`src/rtl/core/dpfsm_pkg.sv`:
```
package dpfsm_pkg;

  // Table and swap area geometry
  localparam int HEAP_ENTRIES    = 128;
  localparam int SWAP_BLOCKS     = 1024;
  localparam int BLOCKS_PER_PAGE = 4;
  localparam int SWAP_SLOTS      = SWAP_BLOCKS / BLOCKS_PER_PAGE;

  localparam int ENTRY_W = $clog2(HEAP_ENTRIES);
  localparam int SLOT_W  = $clog2(SWAP_SLOTS);
  localparam int BOFS_W  = $clog2(BLOCKS_PER_PAGE);

  // One scan pass covers both the table and the slot bitmap
  localparam int SCAN_LEN = (HEAP_ENTRIES > SWAP_SLOTS) ? HEAP_ENTRIES : SWAP_SLOTS;
  localparam int SCAN_W   = $clog2(SCAN_LEN + 1);

  // Field widths
  localparam int PAGE_W  = 27;
  localparam int ESLOT_W = 7;
  localparam int STAMP_W = 32;
  localparam int BLOCK_W = 10;
  localparam int CNT_W   = 8;
  localparam int LIMIT_W = 8;

  localparam logic [LIMIT_W-1:0] LIMIT_RESET = 8'd100;
  localparam logic [CNT_W-1:0]   CNT_MAX     = 8'hFF;

  // Item kinds carried in tuser
  localparam logic KIND_REG   = 1'b0;
  localparam logic KIND_FAULT = 1'b1;

  // Input item, last field in the low bits
  typedef struct packed {
    logic [STAMP_W-1:0] now;
    logic [ESLOT_W-1:0] entry_slot;
    logic [PAGE_W-1:0]  page_number;
  } item_t;

  localparam int ITEM_W     = $bits(item_t);
  localparam int TDATA_IN_W = ((ITEM_W + 7) / 8) * 8;

  // Result item, last field in the low bits
  typedef struct packed {
    logic [CNT_W-1:0]   resident_count;
    logic               swap_full;
    logic [BLOCK_W-1:0] swap_in_block;
    logic               swapped_in;
    logic [BLOCK_W-1:0] evicted_block;
    logic [PAGE_W-1:0]  evicted_page;
    logic               evicted;
    logic [ESLOT_W-1:0] hit_entry;
    logic               is_heap;
  } res_t;

  localparam int RES_W       = $bits(res_t);
  localparam int TDATA_OUT_W = ((RES_W + 7) / 8) * 8;

  // Controller to datapath
  typedef struct packed {
    logic load;
    logic scan_run;
    logic home_rd;
    logic reg_commit;
    logic flt_commit;
  } cmd_t;

  // Datapath to controller
  typedef struct packed {
    logic scan_done;
    logic out_free;
  } dp_sts_t;

endpackage

```
`src/rtl/core/dpfsm_ctrl.sv`:
```
module dpfsm_ctrl (
  input  logic              clk_i,
  input  logic              rst_ni,
  input  logic              in_valid_i,
  input  logic              in_kind_i,
  input  dpfsm_pkg::dp_sts_t sts_i,
  output logic              in_ready_o,
  output dpfsm_pkg::cmd_t   cmd_o
);
  import dpfsm_pkg::*;

  typedef enum logic [5:0] {
    ST_IDLE      = 6'b000001,
    ST_SCAN      = 6'b000010,
    ST_HOME_RD   = 6'b000100,
    ST_FLT_APPLY = 6'b001000,
    ST_REG_RD    = 6'b010000,
    ST_REG_APPLY = 6'b100000
  } state_e;

  state_e state_q, state_d;

  // Sequencer: accept; a fault scans, reads swap home, commits; a register reads swap home, commits
  always_comb begin
    state_d    = state_q;
    cmd_o      = '0;
    in_ready_o = 1'b0;
    case (state_q)
      ST_IDLE: begin
        in_ready_o = 1'b1;
        if (in_valid_i) begin
          cmd_o.load = 1'b1;
          state_d    = (in_kind_i == KIND_FAULT) ? ST_SCAN : ST_REG_RD;
        end
      end
      ST_SCAN: begin
        cmd_o.scan_run = 1'b1;
        if (sts_i.scan_done) begin
          state_d = ST_HOME_RD;
        end
      end
      ST_HOME_RD: begin
        cmd_o.home_rd = 1'b1;
        state_d       = ST_FLT_APPLY;
      end
      ST_FLT_APPLY: begin
        if (sts_i.out_free) begin
          cmd_o.flt_commit = 1'b1;
          state_d          = ST_IDLE;
        end
      end
      ST_REG_RD: begin
        cmd_o.home_rd = 1'b1;
        state_d       = ST_REG_APPLY;
      end
      ST_REG_APPLY: begin
        if (sts_i.out_free) begin
          cmd_o.reg_commit = 1'b1;
          state_d          = ST_IDLE;
        end
      end
      default: begin
        state_d = ST_IDLE;
      end
    endcase
  end

  always_ff @(posedge clk_i or negedge rst_ni) begin
    if (!rst_ni) begin
      state_q <= ST_IDLE;
    end else begin
      state_q <= state_d;
    end
  end

endmodule

```
`config.mk`:
```
export PLATFORM = sky130hd
export DESIGN_NAME = dpfsm_ctrl
export DESIGN_NICKNAME = d
export VERILOG_FILES = /design/src/rtl/core/dpfsm_pkg.sv /design/src/rtl/core/dpfsm_ctrl.sv
export SDC_FILE = /design/constraint.sdc
export NUM_CORES = 1
export LEC_CHECK = 0
export BUFFER_PORTS_ARGS = -buffer_cell sky130_fd_sc_hd__buf_4
export CAP_MARGIN = 10
export CORE_ASPECT_RATIO = 0.9
export CORE_MARGIN = 2
export CORE_UTILIZATION = 30
export DETAILED_ROUTE_END_ITERATION = 10
export GPL_TIMING_DRIVEN = 0
export SLEW_MARGIN = 20
export SYNTH_ARGS = -nofsm -noshare
export SYNTH_HDL_FRONTEND = slang
export SYNTH_SLANG_ARGS = --single-unit
```
`constraint.sdc`:
```
create_clock -name clk_i -period 2.9 [get_ports clk_i]
set_input_delay 0.29 -clock clk_i [delete_from_list [all_inputs] [get_ports clk_i]]
set_output_delay 0.29 -clock clk_i [all_outputs]
set_load 0.1 [all_outputs]
```
==> flow_summary.ini <==
[floorplanning]
initial_core_util_pct = 31.04
die_y_um = 40.09
row_count = 13
die_x_um = 44.10
ioPinCount = 12
coreArea_um2 = 1399
fp.dieArea_um2 = 1768

[clocking]
insertion_delay_ps = 250
postCtsHoldBufs = 1
clockRootBuffer = clkbuf_4
ctsHtreeMaxLevel = 1
cts_tree = built
clk_path_buf_depth = 2
cts_buffers = 3
cts.sink_count = 6
cts_resized = 0
postCtsSetupRepairBufs = 0
clkTransAtPathRegs_ps = 50

[finish]
drive_gt1_share_pct = 40.91
area_growth_pct = 34.01
largest_reg_flops = 6
fillCellCount = 142
diodes = 0
nets = 73
regMostFlops = state_q
finalNonFillerCells = 81
largestRegisters = state_q (6)
multi_input_area_um2 = 242.7
layout.area.seq_um2 = 151.4

[global_routing]
grt_pass1_vias = 324
grt_overflow = 0
grt_pass1_wl_um = 1345
grt_start_max_net_pins = 11
grt_usage_pct = 10.84
antenna_found_initial = 0

[worst_setup_path]
crit_path_max_incr_delay_ps = 540
required_ps = 2610
critPathMaxFanout = 9
critPathTopFamily = simple AND/OR/NAND/NOR gates
worstPathCellList = buf_2, or4_4, nor3b_4, nand2_2, clkinvlp_4, buf_4
crit_arrival_ps = 2020
reg2reg_slack_ps = 1280
cp_slowest_cell = or4_4
crit_type = reg2out
endpoint_kind = output port
critPathLaunchType = flop
crit_buf_inv = 3

[synthesis]
synth.cell_area_um2 = 434.2
synth_edf_count = 0
syn-num-nets = 56
yosysSeqAreaShare_pct = 34.87
yosys.area.top_type = dfrtp_1
post_synth_inst_count = 50
syn_area_per_cell_um2 = 8.683
synth_top_area_share_pct = 28.82
synthTopCellsByArea = dfrtp_1 29%, nor3b_4 8.6%, dfstp_2 6.1%, nor3_1 4.6%, nand2_1 4.3%
synthArstFlopShare_pct = 100.0
synthFlopType = dfrtp_1
yosys-top-cells-count = 5 x dfrtp_1, 5 x nand2_1, 4 x nor3_1
ys_warn_count = 0
synth_seq_cells = 6
ys_types = 28

[drt]
dr.pass1.iters = 4
vias_per_cell = 4.802
first_iter_violations = 7
ant_nets = 0
drc_errors = 0
drt-total-wl_um = 899
vias = 389
wl_per_cell_um = 11.10

[placement]
dp.cells = 76
dp_hpwl_um = 676.5
port-buffer-count = 11
place.gp.congestion = 0.7797

[sta]
worstMarginPinSlew_ps = 340.7
setup_viol = 0
fmax_mhz = 432.4
fin_worst_skew_ps = 3.474
fin_crit_ps = 2313
setup_tns_ps = 0
hold_violations = 0
rsz0062_at_grt = no
post-route-period-util_pct = 79.75
slew_headroom_pct = 77.28
timing.hold.ws_ps = 202.4
slew_viol_final = 0

[power_and_ir_drop]
leakage_uw = 0.0002409
pwr_density_cell_nw_per_um2 = 1030
ir_drop_v = 0.0004711

[flow_run]
drv_cap = 0

[outcome]
status = completed

[min_path]
min_path_type = in2reg
layout by cell type, fill, tap and decap left out, types with 2 or more instances in the layout:
| cell | instances |
|---|---|
| clkbuf_1 | 3 |
| nor2_1 | 3 |
| nor3b_4 | 2 |
| nor3_1 | 4 |
| a21oi_1 | 3 |
| dfrtp_1 | 5 |
| inv_2 | 2 |
| buf_4 | 12 |
| nand2_1 | 5 |
| and2_1 | 2 |
| clkbuf_4 | 3 |
| nor4_1 | 2 |
final timing paths:
kind / startpoint / to / cells past startpoint
max: state_q[5]$_DFFE_PN0P_ / cmd_o[4] / 6
min: in_kind_i / state_q[4]$_DFFE_PN0P_ / 2
max reg2reg: state_q[5]$_DFFE_PN0P_ / state_q[1]$_DFFE_PN0P_ / 5
min reg2reg: state_q[2]$_DFFE_PN0P_ / state_q[5]$_DFFE_PN0P_ / 2
max in group asynchronous: rst_ni / state_q[0]$_DFFE_PN1P_ / 2
min in group asynchronous: rst_ni / state_q[4]$_DFFE_PN0P_ / 2
worst reg2reg max path: stages (launching register included):
cell and delay, ps:
dfrtp_1 370, buf_2 180, or4_4 540, nor3b_4 230
nand2_2 110, o22ai_2 120
per-stage QoR:
step | total power [uW] | cell area, um^2 | utilization (%) | setup WS (ps)
floorplan | 448.4 | 444.2 | - | -275.4
global placement | 516.2 | 545.5 | 39.00 | 845.8
detailed placement | 515.4 | 545.5 | 39.00 | 839.4
CTS | 604.8 | 581.8 | 41.59 | 567.1
global route | 637.1 | 581.8 | 41.59 | 497.9
finish | 599.0 | 581.8 | 41.59 | 587.2
power breakdown:
| part | total, uW | internal (uW) | switching [uW] |
|---|---|---|---|
| Clock | 85.1 | 52.3 | 32.8 |
| Combinational | 381 | 115 | 266 |
| Sequential | 133 | 108 | 24.6 |
| Total | 599 | 275 | 324 |
area by class of cell:
class,count,share of cell area (%)
Tap cell,15,3.226
Timing Repair Buffer,12,15.91
Multi-Input combinational cell,35,41.72
Buffer,5,5.376
Clock buffer,4,4.516
Inverter,4,3.226
Sequential cell,6,26.02
cell families (layout without fill, tap and decap cells):
family	Yosys count	in the layout	share of synthesized area [%]
AOI/OAI and AO/OA	8	8	12.68
DFF	6	6	34.87
xor gates and xnor gates	2	2	4.035
and+or+nand+nor	25	25	37.76
buffers and inverters	9	25	10.66
layer usage:
layer	part of all wire (%)	GRT usage [%]
met5	0	0
met3	1.3	1.351
met1	52	15.12
met2	46	14.71
met4	0	9.091
No activity file was read; power rests on OpenSTA's default activity.
